## src/design/wptc_pkg.sv

```systemverilog
// shared types, constants and helpers for the windowed peak and trough counter
package wptc_pkg;

	localparam int WINDOW_LIMIT = 15;
	localparam int WINDOW_DEPTH = WINDOW_LIMIT + 1;
	localparam int ADDR_W       = $clog2(WINDOW_DEPTH);
	localparam int FILL_W       = $clog2(WINDOW_DEPTH + 1);
	localparam int PRICE_W      = 32;
	localparam int COUNT_W      = 5;

	localparam logic [COUNT_W-1:0] COUNT_MAX = '1;
	localparam logic [PRICE_W-1:0] MIN_RESET = {1'b0, {(PRICE_W-1){1'b1}}};

	localparam logic ACT_ADD   = 1'b0;
	localparam logic ACT_CLEAR = 1'b1;

	typedef logic signed [PRICE_W-1:0] price_t;
	typedef logic        [COUNT_W-1:0] count_t;
	typedef logic        [31:0]        total_t;
	typedef logic        [ADDR_W-1:0]  addr_t;
	typedef logic        [FILL_W-1:0]  fill_t;

	typedef enum logic [1:0] {
		ST_IDLE,
		ST_SCAN,
		ST_DRAIN,
		ST_RESULT
	} state_t;

	// control from the sequencer to the compare unit
	typedef struct packed {
		logic start;
		logic step;
		logic past_second;
	} scan_ctl_t;

	function automatic addr_t next_slot(input addr_t ptr);
		next_slot = (ptr == addr_t'(WINDOW_DEPTH - 1)) ? '0 : ptr + addr_t'(1);
	endfunction

endpackage

```

## src/design/wptc_ram.sv

```systemverilog
// generic single write port, single read port ram with registered read
module wptc_ram #(
	parameter int WIDTH = 32,
	parameter int DEPTH = 16
) (
	input  logic                     clk,
	input  logic                     we,
	input  logic [$clog2(DEPTH)-1:0] waddr,
	input  logic [WIDTH-1:0]         wdata,
	input  logic [$clog2(DEPTH)-1:0] raddr,
	output logic [WIDTH-1:0]         rdata
);

	logic [WIDTH-1:0] mem [DEPTH];

	always_ff @(posedge clk) begin
		if (we) begin
			mem[waddr] <= wdata;
		end
		rdata <= mem[raddr];
	end

endmodule

```

## src/design/wptc_scan.sv

```systemverilog
// compare unit that walks the window one sample a cycle and counts turns
module wptc_scan (
	input  logic               clk,
	input  logic               arst_n,
	input  wptc_pkg::scan_ctl_t ctl,
	input  wptc_pkg::price_t   sample,
	output wptc_pkg::count_t   peaks,
	output wptc_pkg::count_t   troughs
);
	import wptc_pkg::*;

	price_t prev_q;
	logic   rising_q;
	count_t peaks_q;
	count_t troughs_q;
	logic   up;
	logic   down;

	// one signed comparator against the previous scanned sample
	always_comb begin
		up   = sample > prev_q;
		down = !up && (sample != prev_q);
	end

	always_ff @(posedge clk or negedge arst_n) begin
		if (!arst_n) begin
			prev_q    <= '0;
			rising_q  <= 1'b1;
			peaks_q   <= '0;
			troughs_q <= '0;
		end else if (ctl.start) begin
			prev_q    <= '0;
			rising_q  <= 1'b1;
			peaks_q   <= '0;
			troughs_q <= '0;
		end else if (ctl.step) begin
			prev_q <= sample;
			// flat runs keep the direction flag
			if (up) begin
				if (!rising_q && ctl.past_second && troughs_q != COUNT_MAX) begin
					troughs_q <= troughs_q + count_t'(1);
				end
				rising_q <= 1'b1;
			end
			if (down) begin
				if (rising_q && ctl.past_second && peaks_q != COUNT_MAX) begin
					peaks_q <= peaks_q + count_t'(1);
				end
				rising_q <= 1'b0;
			end
		end
	end

	assign peaks   = peaks_q;
	assign troughs = troughs_q;

endmodule

```

## src/design/windowed_peak_trough_counter.sv

```systemverilog
// top level of the windowed peak and trough counter
// An add word is taken, then every sample in the window, up to WINDOW_LIMIT+1
// once it is full, is read back through the single ram read port and compared
// once per cycle, then the scan drains and the result is loaded. A clear word
// goes straight to the result. in_stall stays high from acceptance until the
// result word sits in the output register; a result word waiting on out_stall
// holds the next word back only once that word has finished its scan, or at
// once if it is a clear word.
module windowed_peak_trough_counter (
	input  logic              clk,
	input  logic              arst_n,
	input  logic              in_valid,
	output logic              in_stall,
	input  logic              action,
	input  wptc_pkg::price_t  price,
	output logic              out_valid,
	input  logic              out_stall,
	output wptc_pkg::count_t  peak_count,
	output wptc_pkg::count_t  trough_count,
	output wptc_pkg::price_t  price_low,
	output wptc_pkg::price_t  price_high,
	output logic              price_changing,
	output wptc_pkg::total_t  sample_total
);
	import wptc_pkg::*;

	state_t    state_q;
	state_t    state_d;
	scan_ctl_t scan_ctl;

	fill_t  fill_q;
	addr_t  oldest_q;
	addr_t  rd_ptr_q;
	addr_t  rd_idx_q;
	logic   vld_s1;
	logic   past_second_s1;

	price_t min_q;
	price_t max_q;
	price_t latest_q;
	price_t prev_q;
	total_t total_q;

	logic   out_valid_q;
	count_t peak_q;
	count_t trough_q;
	price_t min_out_q;
	price_t max_out_q;
	logic   changing_q;
	total_t total_out_q;

	logic   in_acc;
	logic   acc_add;
	logic   acc_clear;
	logic   full;
	logic   last_read;
	logic   out_free;
	logic   out_load;
	addr_t  wr_slot;
	addr_t  oldest_new;
	fill_t  fill_new;
	logic [ADDR_W:0] slot_sum;
	price_t rd_data;
	count_t scan_peaks;
	count_t scan_troughs;

	assign in_acc    = in_valid && !in_stall;
	assign acc_add   = in_acc && (action == ACT_ADD);
	assign acc_clear = in_acc && (action == ACT_CLEAR);
	assign full      = fill_q == fill_t'(WINDOW_DEPTH);
	assign last_read = fill_t'(rd_idx_q) == (fill_q - fill_t'(1));
	assign out_free  = !out_valid_q || !out_stall;

	// slot for the new sample: oldest + fill wrapped, or the oldest when full
	always_comb begin
		slot_sum = {1'b0, oldest_q} + {1'b0, fill_q[ADDR_W-1:0]};
		if (full) begin
			wr_slot    = oldest_q;
			oldest_new = next_slot(oldest_q);
			fill_new   = fill_q;
		end else begin
			if (slot_sum >= (ADDR_W+1)'(WINDOW_DEPTH)) begin
				wr_slot = ADDR_W'(slot_sum - (ADDR_W+1)'(WINDOW_DEPTH));
			end else begin
				wr_slot = slot_sum[ADDR_W-1:0];
			end
			oldest_new = oldest_q;
			fill_new   = fill_q + fill_t'(1);
		end
	end

	// next state
	always_comb begin
		state_d = state_q;
		case (state_q)
			ST_IDLE: begin
				if (acc_add) begin
					state_d = ST_SCAN;
				end else if (acc_clear) begin
					state_d = ST_RESULT;
				end
			end
			ST_SCAN: begin
				if (last_read) begin
					state_d = ST_DRAIN;
				end
			end
			ST_DRAIN: begin
				state_d = ST_RESULT;
			end
			ST_RESULT: begin
				if (out_free) begin
					state_d = ST_IDLE;
				end
			end
			default: begin
				state_d = ST_IDLE;
			end
		endcase
	end

	// sequencer outputs
	always_comb begin
		in_stall = 1'b1;
		out_load = 1'b0;
		case (state_q)
			ST_IDLE: begin
				in_stall = 1'b0;
			end
			ST_RESULT: begin
				out_load = out_free;
			end
			default: begin
				in_stall = 1'b1;
			end
		endcase
		scan_ctl.start       = acc_add;
		scan_ctl.step        = vld_s1;
		scan_ctl.past_second = past_second_s1;
	end

	always_ff @(posedge clk or negedge arst_n) begin
		if (!arst_n) begin
			state_q        <= ST_IDLE;
			fill_q         <= '0;
			oldest_q       <= '0;
			rd_ptr_q       <= '0;
			rd_idx_q       <= '0;
			vld_s1         <= 1'b0;
			past_second_s1 <= 1'b0;
			min_q          <= MIN_RESET;
			max_q          <= '0;
			latest_q       <= '0;
			prev_q         <= '0;
			total_q        <= '0;
			out_valid_q    <= 1'b0;
		end else begin
			state_q        <= state_d;
			vld_s1         <= state_q == ST_SCAN;
			past_second_s1 <= rd_idx_q > addr_t'(1);
			if (acc_add) begin
				fill_q   <= fill_new;
				oldest_q <= oldest_new;
				rd_ptr_q <= oldest_new;
				rd_idx_q <= '0;
				if (total_q != '1) begin
					total_q <= total_q + total_t'(1);
				end
				if (price < min_q) begin
					min_q <= price;
				end
				if (price > max_q) begin
					max_q <= price;
				end
				prev_q   <= latest_q;
				latest_q <= price;
			end else if (acc_clear) begin
				fill_q   <= '0;
				oldest_q <= '0;
			end
			if (state_q == ST_SCAN) begin
				rd_ptr_q <= next_slot(rd_ptr_q);
				rd_idx_q <= rd_idx_q + addr_t'(1);
			end
			if (out_load) begin
				out_valid_q <= 1'b1;
			end else if (!out_stall) begin
				out_valid_q <= 1'b0;
			end
		end
	end

	// result word payload
	always_ff @(posedge clk) begin
		if (out_load) begin
			peak_q      <= scan_peaks;
			trough_q    <= scan_troughs;
			min_out_q   <= min_q;
			max_out_q   <= max_q;
			changing_q  <= (total_q > total_t'(1)) && (latest_q != prev_q);
			total_out_q <= total_q;
		end
	end

	wptc_ram #(
		.WIDTH(PRICE_W),
		.DEPTH(WINDOW_DEPTH)
	) u_window (
		.clk  (clk),
		.we   (acc_add),
		.waddr(wr_slot),
		.wdata(price),
		.raddr(rd_ptr_q),
		.rdata(rd_data)
	);

	wptc_scan u_scan (
		.clk    (clk),
		.arst_n (arst_n),
		.ctl    (scan_ctl),
		.sample (rd_data),
		.peaks  (scan_peaks),
		.troughs(scan_troughs)
	);

	assign out_valid      = out_valid_q;
	assign peak_count     = peak_q;
	assign trough_count   = trough_q;
	assign price_low      = min_out_q;
	assign price_high     = max_out_q;
	assign price_changing = changing_q;
	assign sample_total   = total_out_q;

endmodule

```

## config.mk

```make
export PLATFORM = sky130hd
export DESIGN_NAME = windowed_peak_trough_counter
export DESIGN_NICKNAME = d
export VERILOG_FILES = /design/src/design/wptc_pkg.sv /design/src/design/wptc_ram.sv /design/src/design/wptc_scan.sv /design/src/design/windowed_peak_trough_counter.sv
export SDC_FILE = /design/constraint.sdc
export NUM_CORES = 1
export LEC_CHECK = 0
export BUFFER_PORTS_ARGS = -buffer_cell sky130_fd_sc_hd__buf_2
export CORE_MARGIN = 4
export CORE_UTILIZATION = 44
export CTS_BUF_LIST = sky130_fd_sc_hd__clkbuf_2 sky130_fd_sc_hd__clkbuf_4 sky130_fd_sc_hd__clkbuf_8
export DETAILED_ROUTE_END_ITERATION = 8
export PLACE_DENSITY_LB_ADDON = 0.25
export SLEW_MARGIN = 40
export SYNTH_ARGS = -nofsm -noshare
export SYNTH_HDL_FRONTEND = slang
export SYNTH_SLANG_ARGS = --single-unit
```

## constraint.sdc

```tcl
create_clock -name clk -period 8.75 [get_ports clk]
set_input_delay 0.875 -clock clk [delete_from_list [all_inputs] [get_ports clk]]
set_output_delay 0.875 -clock clk [all_outputs]
set_load 0.01 [all_outputs]
```

# Yosys cells after proc, flatten, opt, wreduce, memory -nomap -nowiden
# Memories as Yosys holds them, arrays and structs flattened. A register that Yosys moved wholly into a read port is not among the register bits.
# Index checks and enable logic that the tools add are counted.
[word_totals]
mem_count = 1
regBits = 332
ram_bits = 512
out_inout_bits = 109
[memory_table]
columns = ["name", "words", "word_bits", "rd", "rd_ports_with_merged_regs", "wr", "line_no", "source"]
rows = [
  ["u_window.mem", 16, 32, 1, 1, 1, "wptc_ram.sv:14", "logic [WIDTH-1:0] mem [DEPTH];"],
]
[classes]
magnitude_cmp = 6
eq_ne = 17
n_bitwise = 1
muxes = 39
n_addsub = 10
n_reduce_logical = 31
[ops]
columns = ["op", "count"]
rows = [
  ["> comparator 32 bit", 2],
  ["two-way mux 32 bit", 2],
  ["inequality test 32 bit", 2],
  ["two-way mux 5 bit", 11],
  ["two-way mux 4 bit", 11],
  ["adder 32 x 1 -> 32 bit, second input constant", 1],
  ["> comparator 32 x 1 -> 1 bit, second input constant", 1],
  ["< comparator 32 bit", 1],
  ["inequality test 32 bit, second input constant", 1],
  ["adder 5 x 1 -> 5 bit, second input constant", 3],
  ["nonzero test 2 bit", 7],
  ["adder 4 x 1 -> 4 bit, second input constant", 3],
  ["two-way mux 1 bit", 10],
  ["inequality test 5 bit, second input constant", 2],
  ["AND reduction 2 bit", 5],
  ["logical AND 1 bit", 9],
  ["AND reduction 3 bit", 3],
  ["== test 4 bit, second input constant", 2],
  ["two-way mux 2 bit", 4],
  ["one-hot mux 2 bit (4 select lines)", 1],
  ["inequality test 2 bit, second input constant", 3],
  ["adder 4 x 4 -> 5 bit", 1],
  ["== test 4 x 5 -> 1 bit", 1],
  ["== test 5 bit, second input constant", 1],
  ["13 further kinds", 17],
]

# Longest topological paths before layout
# Gate-level depths: netlist (run 1).
[logic_depth]
ltp_word = 7
depth_mapped = 12
mapped_depth_nobuf = 9

# Modules after synthesis
# From an unflattened synthesis (run 1), not the netlist that was laid out.
[unflattened]
cells_unflattened = 2327
area_unflattened_um2 = 36118.4
[modules_own_cells]
columns = ["module", "seq_area_each_um2", "area_per_inst_um2", "instances", "cells_per_inst"]
rows = [
  ["wptc_ram", 16015.4, 19835.3, 1, 838],
  ["windowed_peak_trough_counter", 7806.2, 13514.2, 1, 1209],
  ["wptc_scan", 1077.3, 2768.9, 1, 280],
]

# Least setup slack after synthesis (run 1)
# No wires, ideal clock.
[synth_timing]
kind = "in2reg"
start = "input out_stall"
end = "register peak_q[0], in the netlist peak_count[0] (enable)"
path_buffers = 0
setup_slack_ps = -608
path_stages = 1
setup_time_ps = 735
t_arrival_ps = 8623
path_cell_list = "a21boi_0"
[synth_between]
elab_chain_cells = 3
[synth_rtl]
columns = ["item", "line_no", "source"]
rows = [
  ["start, declared", "windowed_peak_trough_counter.sv:17", "input logic out_stall,"],
  ["logical NOT 1 bit", "--", ""],
  ["logical OR 1 bit", "windowed_peak_trough_counter.sv:72", "assign out_free = !out_valid_q || !out_stall;"],
  ["two-way mux 1 bit", "windowed_peak_trough_counter.sv:126", "case (state_q)"],
  ["end signal, assigned", "windowed_peak_trough_counter.sv:196", "peak_q <= scan_peaks;"],
  ["end, declared", "windowed_peak_trough_counter.sv:45", "count_t peak_q;"],
]
# Every way passes these cells.
# A chain may end at the register's enable or synchronous reset.

# Worst setup path in the final report (run 1)
[layout_timing]
start = "register max_q[31]"
end = "register max_q[28]"
[layout_between]
elab_chain_cells = 2
[layout_rtl]
columns = ["item", "line_no", "source"]
rows = [
  ["start, declared", "windowed_peak_trough_counter.sv:39", "price_t max_q;"],
  ["start signal, assigned", "windowed_peak_trough_counter.sv:173", "max_q <= price;"],
  ["> comparator 32 bit", "windowed_peak_trough_counter.sv:172", "if (price > max_q) begin"],
  ["AND reduction 2 bit (no source line)", "--", ""],
]
# Every way passes these cells.

==> results of run 1 <==
[power groups by stage]
| stage | registers (uW) | clock network (uW) | logic [uW] |
|---|---|---|---|
| detailed placement | 5980 | 0 | 3890 |
| finish | 5910 | 3650 | 3880 |
| global placement | 6010 | 0 | 3680 |
| floorplan | 5850 | 0 | 2790 |
| CTS | 5910 | 3740 | 3910 |
| global route | 6000 | 3940 | 4300 |
[final timing paths]
| check | to | cells after the start |
|---|---|---|
| setup / recovery | max_q[28]$_DFFE_PN0P_ | 11 |
| hold / removal | out_valid$_DFFE_PN0P_ | 2 |
| setup reg to reg | max_q[28]$_DFFE_PN0P_ | 11 |
| hold reg to reg | peak_count[4]$_DFFE_PP_ | 0 |
| max in group asynchronous | rd_ptr_q[1]$_DFFE_PN0P_ | 4 |
| min in group asynchronous | max_q[28]$_DFFE_PN0P_ | 2 |
[timing repair]
item                      4_1_cts  5_1_grt
hold endpoints to repair        0       28
hold buffers                    0        1
gates resized for setup         0        0
[cell usage after synthesis (all sizes together), types with 48 or more instances]
| master | number | area (um2) |
|---|---|---|
| mux4 | 160 | 3603 |
| nor2 | 106 | 397.9 |
| xnor2 | 64 | 560.5 |
| edfxtp | 619 | 18590 |
| inv | 123 | 461.7 |
| nor3 | 48 | 245.2 |
| a21oi | 53 | 269.0 |
| nand2 | 258 | 968.4 |
| clkbuf | 92 | 346.6 |
| nand3 | 61 | 305.3 |
| ha | 117 | 1464 |
| dfrtp | 193 | 4830 |
[worst reg2reg max path: stages, from the launching register on]
cell	delay [ns]
dfrtp_1	0.45
inv_1	0.07
ha_1	0.31
buf_4	0.36
nand4_2	0.20
or2_1	0.29
nor3_2	0.28
o311ai_1	0.21
and3_1	0.22
buf_4	0.25
a21o_2	0.47
a221o_1	0.46
[through the flow]
stage,instances,util,worst slack [ns]
after global routing,3809,0.5095,4.759
after CTS,3805,0.5086,4.962
after global placement,3544,0.4718,4.238
after floorplan,2415,-,2.223
after detailed placement,3546,0.4725,4.403
final,3809,0.5095,5.045
[kinds of logic after synthesis]
| group | count (synthesis) | synth area share |
|---|---|---|
| adders and majority gates | 118 | 0.04018 |
| muxes | 205 | 0.1098 |
| buffers and inverters | 248 | 0.02633 |
| xor gates and xnor gates | 73 | 0.01731 |
| and+or+nand+nor | 612 | 0.07677 |
| AOI/OAI and AO/OA | 283 | 0.05533 |
| DFF | 876 | 0.6742 |
[state kept, by name, summed over array words and instances (netlist names), 5 cells and up]
| register | count |
|---|---|
| total_q | 32 |
| price_low | 32 |
| u_window.mem | 512 |
| min_q | 32 |
| price_high | 32 |
| latest_q | 32 |
| trough_count | 5 |
| max_q | 32 |
| fill_q | 5 |
| sample_total | 32 |
| prev_q | 32 |
| u_scan.prev_q | 32 |
| peak_count | 5 |
| u_scan.troughs | 5 |
| u_scan.peaks | 5 |
| u_window.rdata | 32 |
[routing by layer]
| layer | wire length [um] | part of all wire | GRT usage |
|---|---|---|---|
| met1 | 37850 | 0.42 | 0.2733 |
| met5 | 0 | 0 | 0 |
| met2 | 42990 | 0.48 | 0.3291 |
| met4 | 3420 | 0.038 | 0.08920 |
| met3 | 5724 | 0.064 | 0.03459 |
[layout make-up]
type	count	area, um2
repair buffers	189	1165
flip-flops and latches	876	24910
multi-input cells	1291	11250
clock inverters	33	267.8
inverters	123	461.7
fillers	6735	40530
well taps	1070	1339
diodes	1	2.502
clock buffers	226	2710
[placed cells by master, fill, tap and decap left out, drive strengths merged, types with 37 or more instances in the layout]
master,instances
a21oi,53
nand3,61
a211oi,37
mux2i,43
ha,117
buf,188
inv,130
clkbuf,226
nand2,258
nor3,48
nand4,40
xnor2,64
nor4,47
edfxtp,619
dfrtp,193
mux4,160
nor2,106
==> metrics.md, run 1 <==
| Metric | Value |
|---|---|
| Crit-path cells | `inv_1 -> ha_1 -> buf_4 -> nand4_2 -> or2_1 -> nor3_2 -> o311ai_1 -> and3_1 -> buf_4 -> a21o_2 -> a221o_1` |
| Total iterations of the first detailed-routing run | `6` |
| Avg WL per Cell | `roughly 24 um` |
| Net Count, Synth | `2570` |
| Hpwl dp | `50880 um` |
| Worst-path fanout max | `36` |
| Post-route cell area | `between 40000 and 50000 um2` |
| CP bufs+invs | `3` |
| Worst path most repeated cell | `buf_4` |
| First-pass GRT wire length | `around 140000 um` |
| Worst path arrival time | `4.37 ns` |
| Critical hold path startpoint | `out_stall` |
| Core ar. | `around 83000 um2` |
| Post-CTS setup buffers | `0` |
| Syn_area_per_cell | `roughly 15 um2` |
| IO Pins | `around 150` |
| Final Power | `between 10000 and 15000 uW` |
| Reg power frac | `0.440` |
| RSZ-0062 raised after global routing | `false` |
| Layout cell share with drive strength beyond 1 | `0.2484` |
| Layout Skew | `0.03882 ns` |
| Yosys warning count | `0` |
| Final WL | `between 80000 and 90000 um` |
| Die outline height | `297.7 um` |
| Initial antenna violation count | `3` |
| Post-synth EDFFs | `slightly above 600` |
| PortBufs | `145` |
| Startpoint type of the worst setup path | `register` |
| Total GRT Usage | `0.2033` |
| Die W | `slightly below 300 um` |
| Status | `finished clean` |
| Placed inst area | `about 40000 um2` |
| Min Tclk post-route | `between 3 and 4 ns` |
| Sequential-to-total area share from yosys stat | `0.6742` |
| Static Leak | `approximately 0.016 uW` |
| # H-tree levels | `4` |
| Clock root cell | `clkbuf_8` |
| CTS tree | `done` |
| Worst hold slack | `between 0.3 and 0.4 ns` |
| Clock Pin Slew Worst Setup and Hold Paths | `roughly 0.06 ns` |
| Detail-routed via count per cell | `roughly 5.7` |
| Slowest CP cell | `a21o_2` |
| Crit. Startpoint | `max_q[31]$_DFFE_PN0P_` |
| Worst slew pin tran | `0.7698 ns` |
| Iteration-0 DRC Markers | `about 2.0k` |
| GP Congestion | `approximately 0.8` |
| Async set-reset flop share out of synthesis | `0.2568` |
| DIE AREA | `approximately 90000 um2` |
| Area Overhead vs Synth | `14.02%` |
| Via count | `21.84k` |
| Period utilization | `0.4235` |
| P per Cell Area | `319.2 nW/um2` |
| Sw Share | `0.3205` |
| Critical Path End Type | `register` |
| CTS Sinks | `just under 900` |
| CTS buffer count | `between 100 and 150` |
| GR Overflow Total | `0` |
| RR Startpoint | `max_q[31]$_DFFE_PN0P_` |
| Top FF cell, synth | `edfxtp_1` |
| Net switching power | `4308 uW` |
| Synthesis-stage register bit count | `876` |
| Largest net degree at the start of global routing | `between 90 and 100` |
| Final hold vios | `0` |
| Syn Inst Count | `between 2k and 2.5k` |
| Worst Hold Class | `input pin to register` |
| Max-cap violations | `0` |
| Worst skew pair latency | `around 0.78 ns` |
| Kind of critical path | `register to register` |
| Nets | `about 2.8k` |
| CP top delay family | `compound AO/OA/AOI/OAI gates` |
| Post-route ant nets | `0` |
| Int Pwr | `between 9000 and 10000 uW` |
| Final setup fails | `0` |
| Combinational share of power | `0.289` |
| CP peak stage delay | `~0.47 ns` |
| Worst vdd ir | `about 0.19 mV` |
| Max-slew headroom | `0.4868` |
| Vias in the first global route | `22.55k` |
| Starting density of the core | `0.4469` |
| Worst EP required | `between 9 and 10 ns` |
| Reg2Reg Setup Slack | `~5.0 ns` |
| Drt drc | `0` |
| Setup TNS | `0 ns` |
| FMAX | `approximately 0.27 GHz` |
| Row cnt | `about 110` |
| Mapped Area | `36930 um2` |
| Slew Viols, Final | `0` |
| Netlist cell types | `76` |
| CTS Buffer Depth | `3` |
| Clock share of power | `0.271` |
(Power assumes the default switching activity.)
==> inputs of run 2 (changes only) <==
==> constraint.sdc (replaced) <==
create_clock -name clk -period 3.6 [get_ports clk]
set_input_delay 0.36 -clock clk [delete_from_list [all_inputs] [get_ports clk]]
set_output_delay 0.36 -clock clk [all_outputs]
set_load 0.01 [all_outputs]
==> run 2 against run 1 <==
  * Register-to-register slack got worse by 4.6 ns
  * Clock power increased by 140%
  * Non-clock buffer count increased by 62
  * Critical endpoint is now max_q[22]$_DFFE_PN0P_
  * Largest power group unchanged
  * Highest routed layer unchanged
==> metrics.md, run 2 (same netlist as run 1, synthesis figures left out) <==
| Metric | Value |
|---|---|
| Status | `finished clean` |
| Layout cell share with drive strength beyond 1 | `0.2589` |
| Worst skew pair latency | `approximately 0.8 ns` |
| Final hold vios | `0` |
| Min Tclk post-route | `about 3.1 ns` |
| Core ar. | `approximately 83000 um2` |
| Most frequent cells in the layout | `edfxtp_1 (619), nand2_1 (258), dfrtp_1 (189)` |
| Global routing usage on met2 | `0.3277` |
| Clock Pin Slew Worst Setup and Hold Paths | `0.06 ns` |
| Die W | `about 300 um` |
| CTS buffer count | `approximately 140` |
| Iteration-0 DRC Markers | `between 1.5k and 2k` |
| Post-CTS setup buffers | `0` |
| First-pass GRT wire length | `138900 um` |
| Starting density of the core | `0.4469` |
| Slew Viols, Final | `0` |
| Grt met1 use | `0.2794` |
| DIE AREA | `88630 um2` |
| Setup WS post-layout | `about 0.46 ns` |
| Worst-path fanout max | `10` |
| Period utilization | `0.8730` |
| Area Overhead vs Synth | `15.78%` |
| Startpoint type of the worst setup path | `register` |
| Largest register by flop count | `u_window.mem` |
| Layout Skew | `around 0.045 ns` |
| Most Used Layer, Global Route | `met2` |
| Final setup fails | `0` |
| CTS Sinks | `876` |
| Row cnt | `around 110` |
| Kind of critical path | `register to register` |
| Grt met3 use | `0.03946` |
| Post-cts resize count | `0` |
| GR Overflow Total | `0` |
| Final WL | `between 90000 and 100000 um` |
| Setup TNS | `0 ns` |
| Critical Path End Type | `register` |
| Nets | `2841` |
| Post-route ant nets | `0` |
| CP top delay family | `compound AO/OA/AOI/OAI gates` |
| Drt drc | `0` |
| Worst Hold Class | `input pin to register` |
| # H-tree levels | `4` |
| FMAX | `0.3182 GHz` |
| Die outline height | `about 300 um` |
| Slowest CP cell | `a2111oi_1` |
| Max-cap violations | `0` |
| Worst path arrival time | `between 3 and 4 ns` |
| Hpwl dp | `55360 um` |
| Number of flip-flops in the largest register | `around 510` |
| Post-route cell area | `42760 um2` |
| Detail-routed via count per cell | `around 5.7` |
| Initial antenna violation count | `6` |
| CP bufs+invs | `2` |
| Vias in the first global route | `about 23k` |
| Total iterations of the first detailed-routing run | `7` |
| CTS Buffer Depth | `3` |
| Avg WL per Cell | `between 20 and 25 um` |
| Largest net degree at the start of global routing | `about 110` |
| CP peak stage delay | `around 0.55 ns` |
| Worst vdd ir | `roughly 0.48 mV` |
| RSZ-0062 raised after global routing | `false` |
| Max-slew headroom | `0.4367` |
| GP Congestion | `slightly below 0.9` |
| Crit-path cells | `inv_1 -> ha_1 -> a21o_1 -> a21oi_1 -> o221ai_1 -> a2111oi_1 -> nand2_1 -> buf_4 -> a22o_1 -> a221o_1` |
| Placed inst area | `39730 um2` |
| Static Leak | `~0.016 uW` |
| Worst EP required | `between 4 and 5 ns` |
| Leading cell type in the layout, fill and taps excluded | `edfxtp_1` |
| Total GRT Usage | `0.2062` |
| P per Cell Area | `between 700 and 800 nW/um2` |
| Via count | `~22k` |
| Worst slew pin tran | `between 0.8 and 0.9 ns` |
| CTS tree | `done` |
| IO Pins | `between 100 and 150` |
| Clock root cell | `clkbuf_8` |
| Post-place setup slack | `slightly below 0.4 ns` |
| PortBufs | `about 150` |
## run 2: final timing paths
check | from | to | slack, ns | depth (start not counted)
setup reg to reg | max_q[13]$_DFFE_PN0P_ | max_q[22]$_DFFE_PN0P_ | 0.46 | 10
hold / removal | price[8] | latest_q[8]$_DFFE_PN0P_ | 0.09 | 4
setup / recovery | max_q[13]$_DFFE_PN0P_ | max_q[22]$_DFFE_PN0P_ | 0.46 | 10
min in group asynchronous | arst_n | max_q[24]$_DFFE_PN0P_ | 0.58 | 3
max in group asynchronous | arst_n | max_q[23]$_DFFE_PN0P_ | 1.95 | 4
hold reg to reg | u_scan.troughs[4]$_DFFE_PN0P_ | trough_count[4]$_DFFE_PP_ | 0.48 | 0
## run 2: layout make-up
cell class	instances	area (um2)
fillers	6740	39880
flip-flops and latches	876	24910
multi-input cells	1291	11230
clock buffers	217	2624
repair buffers	251	1872
well taps	1070	1339
inverters	123	461.7
clock inverters	42	311.5
diodes	2	5.005
## run 2: layer usage
metal  vias up  share of wire
met1     11400           0.42
met2       815           0.47
met3       197          0.065
met4         0          0.039
met5         -              0
li1       9804              -
## run 2: per-stage QoR
step / util / power (uW) / hold WS [ns] / std cells
final: 0.5174 / 32970 / 0.09105 / 3872
after floorplan: - / 20950 / 0.06441 / 2415
after global placement: 0.4805 / 24050 / 0.4472 / 3602
after CTS: 0.5173 / 33300 / 0.01579 / 3870
after global routing: 0.5174 / 34930 / 0.04690 / 3871
after detailed placement: 0.4808 / 24400 / 0.2824 / 3603
## run 2: worst register-to-register path, cell delays in order (launching register included)
cell       delay, ns
dfrtp_1         0.39
inv_1           0.07
ha_1            0.29
a21o_1          0.16
a21oi_1         0.15
o221ai_1        0.19
a2111oi_1       0.56
nand2_1         0.38
buf_4           0.30
a22o_1          0.25
a221o_1         0.29
## run 2: power breakdown
part           internal [uW]  total [uW]  leakage [uW]  switching (uW)
Clock                   4880        8790       0.00155            3910
Sequential             12900       14400       0.00856            1530
Combinational           4460        9750       0.00587            5290
## run 2: repair_timing
item / CTS / global route
endpoints found under the setup margin: 0 / 0
hold buffers: 8 / 0
endpoints found under the hold margin: 201 / 0
